===== src/hw/rtl/hkra_pkg.sv =====
// Package for the HID keyboard report to ASCII converter: request types,
// key codes, state encoding and the US keymap lookup.
// No dependencies.
`timescale 1ns / 1ps
`default_nettype none

package hkra_pkg;

    localparam int KEY_SLOTS = 6;
    localparam int SLOT_W    = (KEY_SLOTS > 1) ? $clog2(KEY_SLOTS) : 1;
    localparam int MAP_SIZE  = 90;

    localparam logic REQ_REPORT = 1'b0;
    localparam logic REQ_CLEAR  = 1'b1;

    localparam logic [7:0] MOD_SHIFT   = 8'h22;
    localparam logic [7:0] MOD_CTRL    = 8'h11;
    localparam logic [7:0] CODE_RIGHT  = 8'h4f;
    localparam logic [7:0] CODE_LEFT   = 8'h50;
    localparam logic [7:0] CODE_DOWN   = 8'h51;
    localparam logic [7:0] CODE_UP     = 8'h52;
    localparam logic [7:0] CODE_DELETE = 8'h4c;
    localparam logic [7:0] CODE_M      = 8'h10;

    localparam logic [6:0] CHAR_ESC    = 7'h1b;
    localparam logic [6:0] CHAR_LBRACK = 7'h5b;
    localparam logic [6:0] CHAR_DEL    = 7'h7f;
    localparam logic [6:0] CHAR_CTRL_M = 7'd28;
    localparam logic [6:0] CTRL_MASK   = 7'h1f;

    // Arrow sequences are ESC, '[', letter
    localparam logic [1:0] STEP_ESC    = 2'd0;
    localparam logic [1:0] STEP_LBRACK = 2'd1;
    localparam logic [1:0] STEP_LETTER = 2'd2;

    typedef struct packed {
        logic       req_type;
        logic [7:0] modifier_bits;
        logic [7:0] key_slot_0;
        logic [7:0] key_slot_1;
        logic [7:0] key_slot_2;
        logic [7:0] key_slot_3;
        logic [7:0] key_slot_4;
        logic [7:0] key_slot_5;
    } report_t;

    typedef struct packed {
        logic [6:0] char_code;
        logic       last_of_run;
    } char_t;

    typedef enum logic [1:0] {
        ST_IDLE,
        ST_CMP,
        ST_EMIT,
        ST_FLUSH
    } state_t;

    // One generated character for a key and whether the key is finished
    typedef struct packed {
        logic       valid;
        logic [6:0] ch;
        logic       end_key;
    } gen_t;

    function automatic logic [6:0] us_char(input logic [6:0] code, input logic shift);
        logic [6:0] ch;
        begin
            ch = '0;
            case (code)
                7'd30:   ch = shift ? 7'h21 : 7'h31;
                7'd31:   ch = shift ? 7'h40 : 7'h32;
                7'd32:   ch = shift ? 7'h23 : 7'h33;
                7'd33:   ch = shift ? 7'h24 : 7'h34;
                7'd34:   ch = shift ? 7'h25 : 7'h35;
                7'd35:   ch = shift ? 7'h5e : 7'h36;
                7'd36:   ch = shift ? 7'h26 : 7'h37;
                7'd37:   ch = shift ? 7'h2a : 7'h38;
                7'd38:   ch = shift ? 7'h28 : 7'h39;
                7'd39:   ch = shift ? 7'h29 : 7'h30;
                7'd40:   ch = 7'h0d;
                7'd41:   ch = 7'h1b;
                7'd42:   ch = 7'h08;
                7'd43:   ch = 7'h09;
                7'd44:   ch = 7'h20;
                7'd45:   ch = shift ? 7'h5f : 7'h2d;
                7'd46:   ch = shift ? 7'h2b : 7'h3d;
                7'd47:   ch = shift ? 7'h7b : 7'h5b;
                7'd48:   ch = shift ? 7'h7d : 7'h5d;
                7'd49:   ch = shift ? 7'h7c : 7'h5c;
                7'd51:   ch = shift ? 7'h3a : 7'h3b;
                7'd52:   ch = shift ? 7'h22 : 7'h27;
                7'd53:   ch = shift ? 7'h7e : 7'h60;
                7'd54:   ch = shift ? 7'h3c : 7'h2c;
                7'd55:   ch = shift ? 7'h3e : 7'h2e;
                7'd56:   ch = shift ? 7'h3f : 7'h2f;
                default:
                begin
                    if (code >= 7'd4 && code <= 7'd29)
                        ch = (shift ? 7'h41 : 7'h61) + (code - 7'd4);
                    else
                        ch = '0;
                end
            endcase
            return ch;
        end
    endfunction

    function automatic gen_t gen_char(input logic [7:0] mods, input logic [7:0] code,
                                      input logic [1:0] step);
        gen_t       g;
        logic [6:0] ch;
        logic       shift;
        logic       ctrl;
        logic       letter;
        begin
            g      = '0;
            shift  = |(mods & MOD_SHIFT);
            ctrl   = |(mods & MOD_CTRL);
            ch     = us_char(code[6:0], shift);
            letter = (ch >= 7'h61 && ch <= 7'h7a) || (ch >= 7'h41 && ch <= 7'h5a);
            if (code == CODE_RIGHT || code == CODE_LEFT || code == CODE_DOWN
                || code == CODE_UP)
            begin
                g.valid   = 1'b1;
                g.end_key = (step == STEP_LETTER);
                case (step)
                    STEP_ESC:    g.ch = CHAR_ESC;
                    STEP_LBRACK: g.ch = CHAR_LBRACK;
                    default:
                    begin
                        if (code == CODE_RIGHT)
                            g.ch = 7'h43;
                        else if (code == CODE_LEFT)
                            g.ch = 7'h44;
                        else if (code == CODE_DOWN)
                            g.ch = 7'h42;
                        else
                            g.ch = 7'h41;
                    end
                endcase
            end
            else if (code == CODE_DELETE)
            begin
                g.valid   = 1'b1;
                g.end_key = 1'b1;
                g.ch      = CHAR_DEL;
            end
            else if (code >= 8'(MAP_SIZE) || ch == '0)
            begin
                g.valid   = 1'b0;
                g.end_key = 1'b1;
            end
            else
            begin
                g.valid   = 1'b1;
                g.end_key = 1'b1;
                if (ctrl && letter)
                    g.ch = (code == CODE_M) ? CHAR_CTRL_M : (ch & CTRL_MASK);
                else
                    g.ch = ch;
            end
            return g;
        end
    endfunction

endpackage

`default_nettype wire


===== src/hw/rtl/hid_keyboard_report_to_ascii.sv =====
// HID boot keyboard report to ASCII converter, top level.
// Depends on hkra_pkg.
`timescale 1ns / 1ps
`default_nettype none

// Takes one boot keyboard report per request (modifier byte plus six key
// slots) and emits one 7-bit character per output request for every key
// that was not down in the previous report, in slot order. Arrow keys give
// ESC '[' A/B/C/D, Delete gives 0x7F, other codes go through the US map
// with shift picking the shifted column and ctrl folding letters to control
// codes (ctrl+M gives 28). The last character of a report carries
// last_of_run. A clear request (req_type = 1) zeroes the key history when it is
// accepted and gives no characters.
// Sequence: once a report is accepted, a single 8-bit comparator walks the
// history for each slot in turn, then each new key emits its characters
// (a new key with no character still passes through the emit state), and
// last the final character is handed over in the flush state. Stall from
// the output side can hold the emit and flush states. report_stall is
// high from the accepting edge until the block is back in idle.
module hid_keyboard_report_to_ascii
    import hkra_pkg::*;
(
    input  wire logic    clk,
    input  wire logic    rst_n,
    input  wire logic    report_valid,
    output logic         report_stall,
    input  wire report_t report,
    output logic         char_valid,
    input  wire logic    char_stall,
    output char_t        char_data
);

    state_t state_reg;
    state_t state_next;

    logic [SLOT_W-1:0] slot_reg;
    logic [SLOT_W-1:0] slot_next;
    logic [SLOT_W-1:0] cmp_reg;
    logic [SLOT_W-1:0] cmp_next;
    logic [1:0]        step_reg;
    logic [1:0]        step_next;
    logic              seen_reg;
    logic              seen_next;
    logic [7:0]        mods_reg;
    logic [7:0]        mods_next;

    logic [KEY_SLOTS-1:0][7:0] cur_keys_reg;
    logic [KEY_SLOTS-1:0][7:0] cur_keys_next;
    logic [KEY_SLOTS-1:0][7:0] prev_keys_reg;
    logic [KEY_SLOTS-1:0][7:0] prev_keys_next;

    // One character is held back so the final one can be flagged
    logic       hold_vld_reg;
    logic       hold_vld_next;
    logic [6:0] hold_char_reg;
    logic [6:0] hold_char_next;

    logic  out_vld_reg;
    logic  out_vld_next;
    char_t out_reg;
    char_t out_next;

    logic [5:0][7:0] all_slots;
    logic [7:0]      cur_code;
    logic [7:0]      prev_code;
    logic            hit;
    logic            skip_key;
    logic            slot_last;
    logic            cmp_last;
    logic            out_free;
    logic            report_acc;
    logic            emit_go;
    logic            flush_go;
    gen_t            gen;

    assign all_slots = {report.key_slot_5, report.key_slot_4, report.key_slot_3,
                        report.key_slot_2, report.key_slot_1, report.key_slot_0};

    // Shared comparator: current slot code against one history entry a cycle
    assign cur_code  = cur_keys_reg[slot_reg];
    assign prev_code = prev_keys_reg[cmp_reg];
    assign hit       = (cur_code == prev_code);
    assign skip_key  = seen_reg || hit || (cur_code == '0);
    assign slot_last = (slot_reg == SLOT_W'(KEY_SLOTS - 1));
    assign cmp_last  = (cmp_reg == SLOT_W'(KEY_SLOTS - 1));
    assign gen       = gen_char(mods_reg, cur_code, step_reg);

    assign report_stall = (state_reg != ST_IDLE);
    assign report_acc   = report_valid && !report_stall;
    assign out_free     = !out_vld_reg || !char_stall;
    assign emit_go      = gen.valid && (!hold_vld_reg || out_free);
    assign flush_go     = !hold_vld_reg || out_free;

    assign char_valid = out_vld_reg;
    assign char_data  = out_reg;

    // Sequencer next state
    always_comb
    begin
        state_next = state_reg;
        case (state_reg)
            ST_IDLE:
            begin
                if (report_acc && report.req_type == REQ_REPORT)
                    state_next = ST_CMP;
            end
            ST_CMP:
            begin
                if (cmp_last)
                begin
                    if (!skip_key)
                        state_next = ST_EMIT;
                    else if (slot_last)
                        state_next = ST_FLUSH;
                end
            end
            ST_EMIT:
            begin
                if (!gen.valid || (emit_go && gen.end_key))
                    state_next = slot_last ? ST_FLUSH : ST_CMP;
            end
            ST_FLUSH:
            begin
                if (flush_go)
                    state_next = ST_IDLE;
            end
            default:
            begin
                state_next = ST_IDLE;
            end
        endcase
    end

    // Datapath and output register
    always_comb
    begin
        slot_next      = slot_reg;
        cmp_next       = cmp_reg;
        step_next      = step_reg;
        seen_next      = seen_reg;
        mods_next      = mods_reg;
        cur_keys_next  = cur_keys_reg;
        prev_keys_next = prev_keys_reg;
        hold_vld_next  = hold_vld_reg;
        hold_char_next = hold_char_reg;
        out_vld_next   = out_vld_reg && char_stall;
        out_next       = out_reg;
        case (state_reg)
            ST_IDLE:
            begin
                if (report_acc)
                begin
                    if (report.req_type == REQ_CLEAR)
                    begin
                        prev_keys_next = '0;
                    end
                    else
                    begin
                        cur_keys_next = all_slots[KEY_SLOTS-1:0];
                        mods_next     = report.modifier_bits;
                        slot_next     = '0;
                        cmp_next      = '0;
                        step_next     = '0;
                        seen_next     = 1'b0;
                    end
                end
            end
            ST_CMP:
            begin
                if (cmp_last)
                begin
                    cmp_next  = '0;
                    seen_next = 1'b0;
                    step_next = '0;
                    if (skip_key && !slot_last)
                        slot_next = slot_reg + 1'b1;
                end
                else
                begin
                    cmp_next  = cmp_reg + 1'b1;
                    seen_next = seen_reg || hit;
                end
            end
            ST_EMIT:
            begin
                if (!gen.valid)
                begin
                    if (!slot_last)
                        slot_next = slot_reg + 1'b1;
                end
                else if (emit_go)
                begin
                    hold_vld_next  = 1'b1;
                    hold_char_next = gen.ch;
                    if (hold_vld_reg)
                    begin
                        out_vld_next          = 1'b1;
                        out_next.char_code    = hold_char_reg;
                        out_next.last_of_run  = 1'b0;
                    end
                    if (gen.end_key)
                    begin
                        step_next = '0;
                        if (!slot_last)
                            slot_next = slot_reg + 1'b1;
                    end
                    else
                    begin
                        step_next = step_reg + 1'b1;
                    end
                end
            end
            ST_FLUSH:
            begin
                if (flush_go)
                begin
                    if (hold_vld_reg)
                    begin
                        out_vld_next         = 1'b1;
                        out_next.char_code   = hold_char_reg;
                        out_next.last_of_run = 1'b1;
                    end
                    hold_vld_next  = 1'b0;
                    prev_keys_next = cur_keys_reg;
                end
            end
            default:
            begin
                hold_vld_next = 1'b0;
            end
        endcase
    end

    always_ff @(posedge clk or negedge rst_n)
    begin
        if (!rst_n)
        begin
            state_reg     <= ST_IDLE;
            slot_reg      <= '0;
            cmp_reg       <= '0;
            step_reg      <= '0;
            seen_reg      <= 1'b0;
            prev_keys_reg <= '0;
            hold_vld_reg  <= 1'b0;
            out_vld_reg   <= 1'b0;
        end
        else
        begin
            state_reg     <= state_next;
            slot_reg      <= slot_next;
            cmp_reg       <= cmp_next;
            step_reg      <= step_next;
            seen_reg      <= seen_next;
            prev_keys_reg <= prev_keys_next;
            hold_vld_reg  <= hold_vld_next;
            out_vld_reg   <= out_vld_next;
        end
    end

    always_ff @(posedge clk)
    begin
        mods_reg      <= mods_next;
        cur_keys_reg  <= cur_keys_next;
        hold_char_reg <= hold_char_next;
        out_reg       <= out_next;
    end

    // Nothing is held back between reports
    a_idle_no_hold: assert property (@(posedge clk) disable iff (!rst_n)
        (state_reg == ST_IDLE) |-> !hold_vld_reg)
        else $error("held character left over while idle");

    // Clear request wipes the whole history
    a_clear_wipes: assert property (@(posedge clk) disable iff (!rst_n)
        (report_acc && report.req_type == REQ_CLEAR) |=> (prev_keys_reg == '0))
        else $error("history not cleared");

    // Final hand-over flags the character and returns to idle
    a_flush_last: assert property (@(posedge clk) disable iff (!rst_n)
        (state_reg == ST_FLUSH && hold_vld_reg && out_free)
        |=> (state_reg == ST_IDLE && out_vld_reg && out_reg.last_of_run))
        else $error("final character not flagged");

    // Counters stay inside the slot range and arrow sequence length
    a_counters_range: assert property (@(posedge clk) disable iff (!rst_n)
        (slot_reg <= SLOT_W'(KEY_SLOTS - 1)) && (cmp_reg <= SLOT_W'(KEY_SLOTS - 1))
        && (step_reg <= STEP_LETTER))
        else $error("sequencer counter out of range");

    // A character leaving during a report is never flagged as last
    a_mid_not_last: assert property (@(posedge clk) disable iff (!rst_n)
        (state_reg == ST_EMIT && emit_go && hold_vld_reg)
        |=> (out_vld_reg && !out_reg.last_of_run))
        else $error("mid-report character flagged as last");

endmodule

`default_nettype wire


===== config.mk =====
export PLATFORM = sky130hd
export DESIGN_NAME = hid_keyboard_report_to_ascii
export DESIGN_NICKNAME = d
export VERILOG_FILES = /design/src/hw/rtl/hkra_pkg.sv /design/src/hw/rtl/hid_keyboard_report_to_ascii.sv
export SDC_FILE = /design/constraint.sdc
export NUM_CORES = 1
export LEC_CHECK = 0
export BUFFER_PORTS_ARGS = -buffer_cell sky130_fd_sc_hd__buf_2
export CAP_MARGIN = 20
export CORE_MARGIN = 2
export CORE_UTILIZATION = 50
export DETAILED_ROUTE_END_ITERATION = 8
export GPL_TIMING_DRIVEN = 0
export MAX_ROUTING_LAYER = met4
export PLACE_DENSITY = 0.69
export SETUP_SLACK_MARGIN = 0.5
export SLEW_MARGIN = 15
export SYNTH_ARGS = -nofsm -noshare
export SYNTH_HDL_FRONTEND = slang
export SYNTH_SLANG_ARGS = --single-unit

===== constraint.sdc =====
create_clock -name clk -period 6.15 [get_ports clk]
set_input_delay 1.23 -clock clk [delete_from_list [all_inputs] [get_ports clk]]
set_output_delay 1.23 -clock clk [all_outputs]
set_load 0.05 [all_outputs]

## Word-level counts from Yosys, hierarchy flattened

Index checks and enable logic that the tools add are counted.

| word-level totals | value |
|---|---|
| output and inout bits | 10 |
| register bits after elaboration | 130 |
| input port bits | 61 |
| logic and storage cells | 226 |

| cells by class | value |
|---|---|
| add/sub/neg operators | 5 |
| equality and inequality tests | 55 |
| muxes and demuxes | 87 |
| bitwise gates (word level) | 1 |
| magnitude comparators | 9 |
| reductions and logical operators | 46 |

Operators with widths:

| kind | count |
|---|---|
| $pmux 7 s26 | 1 |
| $eq 7x6->1 const B | 24 |
| $mux 48 | 3 |
| $pmux 48 s2 | 1 |
| $mux 5 | 14 |
| $mux 8 | 7 |
| $bmux 8 s3 | 2 |
| $mux 7 | 6 |
| $eq 8x7->1 const B | 5 |
| $mux 3 | 12 |
| $mux 2 | 14 |
| $mux 6 | 4 |
| $ne 2x2->1 const B | 12 |
| $mux 9 | 2 |
| $pmux 8 s2 | 1 |
| $eq 7x5->1 const B | 2 |
| $ge 7x7->1 const B | 2 |
| $le 7x7->1 const B | 2 |
| $pmux 7 s2 | 1 |
| $mux 1 | 12 |
| $reduce_and 6->1 | 2 |
| $logic_and 1x1->1 | 10 |
| $logic_or 1x1->1 | 10 |
| $ne 3x3->1 const B | 3 |
| other kinds (30) | 51 |

## Logic depth before layout (Yosys ltp)

| depth | value |
|---|---|
| word-level depth | 19 |
| depth in mapped cells | 19 |
| gate-level depth less buffers | 15 |

## Worst setup path after synthesis

OpenSTA, ideal clock, no wires.

| timing path | value |
|---|---|
| kind | input to register |
| start point | input report[56] (netlist bit) |
| end point | register cmp_reg[1] |
| data arrival time | 5.667 ns |
| setup slack | 0.347 ns |
| cell stages on the path | 5 |
| data required time | 6.014 ns |
| buffers on the path | 0 |
| library setup time | 0.136 ns |
| cell sequence | nor3_1 a21oi_1 o21bai_1 nand2_1 o41ai_1 |

| on the way | value |
|---|---|
| cells in the longest elaborated chain, start to end | 2 |

RTL lines:

| item | RTL line | source |
|---|---|---|
| start, declared | hid_keyboard_report_to_ascii.sv:27 | `input wire report_t report,` |
| $ne 2x2->1 (no source line) | - |  |
| $reduce_and 3->1 (no source line) | - |  |
| end signal, assigned | hid_keyboard_report_to_ascii.sv:251 | `cmp_reg <= cmp_next;` |
| end, declared | hid_keyboard_report_to_ascii.sv:38 | `logic [SLOT_W-1:0] cmp_reg;` |

No other way between the ends.
A chain may end at the register's enable or synchronous reset.

## Final worst setup path

| timing path | value |
|---|---|
| start point | register slot_reg[0] |
| end point | register out_reg (netlist bit char_data[1]), enable pin |

| on the way | value |
|---|---|
| cells in the longest elaborated chain, start to end | 14 |
| elaborated cells between the ends (all ways) | 53 |
| those cells by class | add/sub: 2; order compare: 3; eq/ne: 33; mux: 7; reduce/logical: 8 |

RTL lines:

| item | RTL line | source |
|---|---|---|
| start, declared | hid_keyboard_report_to_ascii.sv:36 | `logic [SLOT_W-1:0] slot_reg;` |
| start signal, assigned | hid_keyboard_report_to_ascii.sv:250 | `slot_reg <= slot_next;` |
| $bmux 8 s3 * | hid_keyboard_report_to_ascii.sv:80 | `assign cur_code = cur_keys_reg[slot_reg];` |
| $mux 8 (implied by the code) * | hid_keyboard_report_to_ascii.sv:80 |  |
| $sub 7x3->7 (tied with other cells) | hkra_pkg.sv:100 | `ch = (shift ? 7'h41 : 7'h61) + (code - 7'd4);` |
| $add 7x7->7 or $logic_and 1x1->1 (tied branches) | hkra_pkg.sv:100, hkra_pkg.sv:99 |  |
| $mux 7 | hkra_pkg.sv:99 | `if (code >= 7'd4 && code <= 7'd29)` |
| $pmux 7 s26 | hkra_pkg.sv:70 | `case (code)` |
| $logic_not 7->1 | hkra_pkg.sv:149 | `else if (code >= 8'(MAP_SIZE) \|\| ch == '0)` |
| $logic_or 1x1->1 | hkra_pkg.sv:149 |  |
| $mux 1 | hkra_pkg.sv:149 |  |
| $mux 9 | hkra_pkg.sv:143 | `else if (code == CODE_DELETE)` |
| $mux 9 * | hkra_pkg.sv:122 | `if (code == CODE_RIGHT \|\| code == CODE_LEFT \|\| code == CODE_DOWN` |
| $logic_and 1x1->1 | hid_keyboard_report_to_ascii.sv:91 | `assign emit_go = gen.valid && (!hold_vld_reg \|\| out_free);` |
| $ne 2x2->1 (no source line) | - |  |
| $reduce_and 6->1 (no source line) * | - |  |
| end signal, assigned | hid_keyboard_report_to_ascii.sv:265 | `out_reg <= out_next;` |
| end, declared | hid_keyboard_report_to_ascii.sv:60 | `char_t out_reg;` |

Every way passes the cells marked *; elsewhere a longest branch is shown, timed or not. The select of a mux whose other input is x is not followed.

==> metrics.yaml <==
outcome:
  outcome: "finished clean"
power:
  power.total_uw: 5760
  ir_drop_uv: 325
  cellPowerDensity_mw_per_mm2: 671
  total_leakage_power_uw: 0.00342
logic_synthesis:
  post_synth_inst_count: 718
  synth-compound-area-share: 0.185
  synth_largest_type_area_fraction: 0.274
  synth_top_family_by_area: "compound AO/OA/AOI/OAI gates"
  ys.warnings.count: 0
  postSynthRegisterBits: 128
  adder_cell_share_of_the_synthesized_area: 0.0426
  seq_area_frac_synth: 0.482
  mappedNetlistArea_mm2: 0.00735
  synthFlopType: "sky130_fd_sc_hd__edfxtp_1"
  multiplexer_share_of_the_synthesized_area: 0.0855
  synth_edf_count: 67
  synth_async_sr_flop_share: 0.477
  synth_area_leaders: "sky130_fd_sc_hd__edfxtp_1 (27%), sky130_fd_sc_hd__dfrtp_1 (21%), sky130_fd_sc_hd__nand2_1 (6.8%)"
  synth_top_area_cell: "sky130_fd_sc_hd__edfxtp_1"
  yosysUniqueCellTypes: 80
  yosys.area_share.simple: 0.147
  yosys.area_share.xor_xnor: 0.0162
  mappedNetlistNets: 804
  syn_area_per_cell_um2: 10.2
hold_path:
  hold_path_startpoint: "hold_char_reg[2]"
  hold_path_end: "char_data[3]"
  min-delay-path-class: "flop to flop"
  whs_path_depth: 0
sta:
  timing_hold_violations_final: 0
  finalMaxSlewViolations: 0
  post-route-period-util: 0.871
  layout_min_cycle_time_ps: 5360
  fmax_ghz: 0.187
  worst_relative_slew_slack: 0.478
  rsz_0062_raised_after_global_routing: "false"
  finClkSkew_ps: 11.5
  holdWs_ps: 422
  tightestPinTransition_ps: 783
  fin_setup_tns_ps: 0
  setup_violations: 0
setup_path:
  crit_buf_inv: 5
  cp_data_required_time_ps: 6230
  crit-reg2reg-launch: "slot_reg[0]"
  crit_family: "buffers and inverters"
  crit-reg2reg-capture: "char_data[1]"
  rrSetupSlack_ps: 790
  cp.arrival_ps: 5440
  crit_chain: "buf_6 -> buf_2 -> mux2_2 -> a22oi_2 -> ha_1 -> clkbuf_1 -> clkbuf_1 -> inv_1 -> a31oi_1 -> nor4_1 -> nand3b_1 -> nor4bb_1 -> mux2_4 -> a31oi_4 -> nand2b_4 -> nor2_1 -> nor3_4"
  timing.reg2reg.worst_path_depth: 17
  critPathSlowestCell: "sky130_fd_sc_hd__clkbuf_1"
  worstPathMaxFanout: 10
  cpMostUsedCell: "sky130_fd_sc_hd__clkbuf_1"
  critical-path-max-stage-delay_ps: 460
  critPathLaunchType: "flop"
  criticalPathCategory: "flop to flop"
  end_kind: "flop"
global_route:
  number_of_global_route_vias_before_repair: 6027
  grt_overflow: 0
  initial_antenna_violation_count: 0
  wire_length_of_the_first_global_routing_pass_mm: 33.5
  maximum_number_of_pins_on_one_net_before_global_route_repair: 62
  grt.total_usage: 0.287
clocking:
  worst_skew_pair.late_latency_ps: 430
  cts_inserted_buffers: 17
  cts_root_buf: "sky130_fd_sc_hd__clkbuf_16"
  tritoncts_num_sinks: 128
  cts_tree: "done"
  cts_hold_buffers: 0
  clk_transition_reported_paths_ps: 60
  clock_tree.htree_level_count: 4
  cts_buffer_depth: 2
drt:
  met2_wire_length_mm: 9.93
  route.met3.wl_mm: 1.38
  post-route-drc-count: 0
  routed-via-count: 6120
  routed_wl_mm: 21.3
  route.top_layer_used: "met4"
  drt_antenna_net_count: 0
  viasPerCell: 6.10
  detail_route.first_pass.iterations: 5
  detail_route.iter0.violations: 542
  drt-met1-wl_mm: 9.56
  avgRoutedWirePerCell_um: 21.2
run:
  maxCapViolCount: 0
layout:
  layout.cells.most_common: "sky130_fd_sc_hd__nand2_1"
  drive_gt1_frac: 0.205
  insertedDiodeCount: 0
  layout.filler_cells: 1239
  most_frequent_cells_in_the_layout: "sky130_fd_sc_hd__nand2_1 (134), sky130_fd_sc_hd__o21ai_0 (77), sky130_fd_sc_hd__buf_2 (70)"
  fin_util: 0.595
  design.final.nets: 892
  area_growth_pct: 16.9
die:
  fp.dieArea_mm2: 0.0157
  core_area_mm2: 0.0144
  num_io_pins: 71
  fp.dieW_um: 125
  die_height_um: 125
  core.rowCount: 44
  initial_utilization: 0.509
placed_design:
  dpl.hpwl_mm: 15.5
  finalWeightedCongestion: 0.933
  portBuffers: 66
==> worst max-delay path by stage <==
stage	end	cells past startpoint	from
finish	char_data[1]	17	slot_reg[0]
global route	char_data[7]	17	slot_reg[0]
CTS	hold_char_reg[2]	17	slot_reg[0]
detailed placement	char_data[1]	16	slot_reg[0]
global placement	char_data[3]	16	slot_reg[0]
floorplan	char_data[0]	16	slot_reg[0]
==> cell families (layout without fill, tap and decap cells) <==
family | Yosys count | after routing
mux | 44 | 44
fa+ha+maj | 25 | 25
xor+xnor | 12 | 12
flops | 128 | 128
compound gates | 200 | 200
simple gates | 237 | 237
buf+inv | 72 | 173
==> cells in the mapped netlist (all sizes together) (5+ instances only) <==
library cell  count
a211oi            6
a21oi            25
a22oi            11
a31oi            10
and3              5
buf              12
clkbuf           33
dfrtp            61
edfxtp           67
ha               25
inv              26
mux2             14
mux2i            17
mux4             13
nand2           135
nand2b            8
nand3            12
nor2             40
nor3              9
nor4              6
o2111ai           8
o211ai            8
o21ai            79
o22a              6
o22ai             8
xnor2             8
==> routing by layer <==
metal | track usage | vias up
met4 | 0.0843 | 0
li1 | - | 2820
met1 | 0.395 | 3021
met5 | - | -
met3 | 0.0565 | 27
met2 | 0.435 | 252
==> worst reg2reg max path: stages, from the launching register on <==
cell	delay [ps]
sky130_fd_sc_hd__dfrtp_1	400
sky130_fd_sc_hd__buf_6	190
sky130_fd_sc_hd__buf_2	370
sky130_fd_sc_hd__mux2_2	400
sky130_fd_sc_hd__a22oi_2	340
sky130_fd_sc_hd__ha_1	230
sky130_fd_sc_hd__clkbuf_1	330
sky130_fd_sc_hd__clkbuf_1	460
sky130_fd_sc_hd__inv_1	200
sky130_fd_sc_hd__a31oi_1	320
sky130_fd_sc_hd__nor4_1	80
sky130_fd_sc_hd__nand3b_1	230
sky130_fd_sc_hd__nor4bb_1	190
sky130_fd_sc_hd__mux2_4	310
sky130_fd_sc_hd__a31oi_4	260
sky130_fd_sc_hd__nand2b_4	230
sky130_fd_sc_hd__nor2_1	90
sky130_fd_sc_hd__nor3_4	380
==> through the flow <==
step | std cells | worst slack (ps) | cell area [um2]
after floorplan | 718 | 1300 | 7350
after global placement | 968 | -149 | 7910
after detailed placement | 971 | -206 | 7970
after CTS | 1003 | 542 | 8570
after global routing | 1003 | 542 | 8590
final | 1003 | 791 | 8590
==> power by group <==
part / switching (uW) / leakage [uW] / total, uW / internal, uW
combinational: 2200 / 0.00171 / 3450 / 1250
clock: 422 / 0.000283 / 991 / 569
sequential: 138 / 0.00143 / 1320 / 1180
total: 2760 / 0.00342 / 5760 / 3000
==> final cells by class <==
class	instances	area [um2]	area share
multi-input combinational	518	3540	0.413
sequential	128	3540	0.412
clock buffer	17	425	0.0495
timing repair buffer	69	378	0.0440
tap	184	230	0.0268
buffer	45	215	0.0251
clock inverter	15	153	0.0178
inverter	27	104	0.0121
==> repair_timing <==
action                                  CTS  global route
resized for setup                         6            10
endpoints found under the setup margin   19            23
pin swaps                                 0             0
buffers inserted                          0             0
No activity file was read; power rests on OpenSTA's default activity.
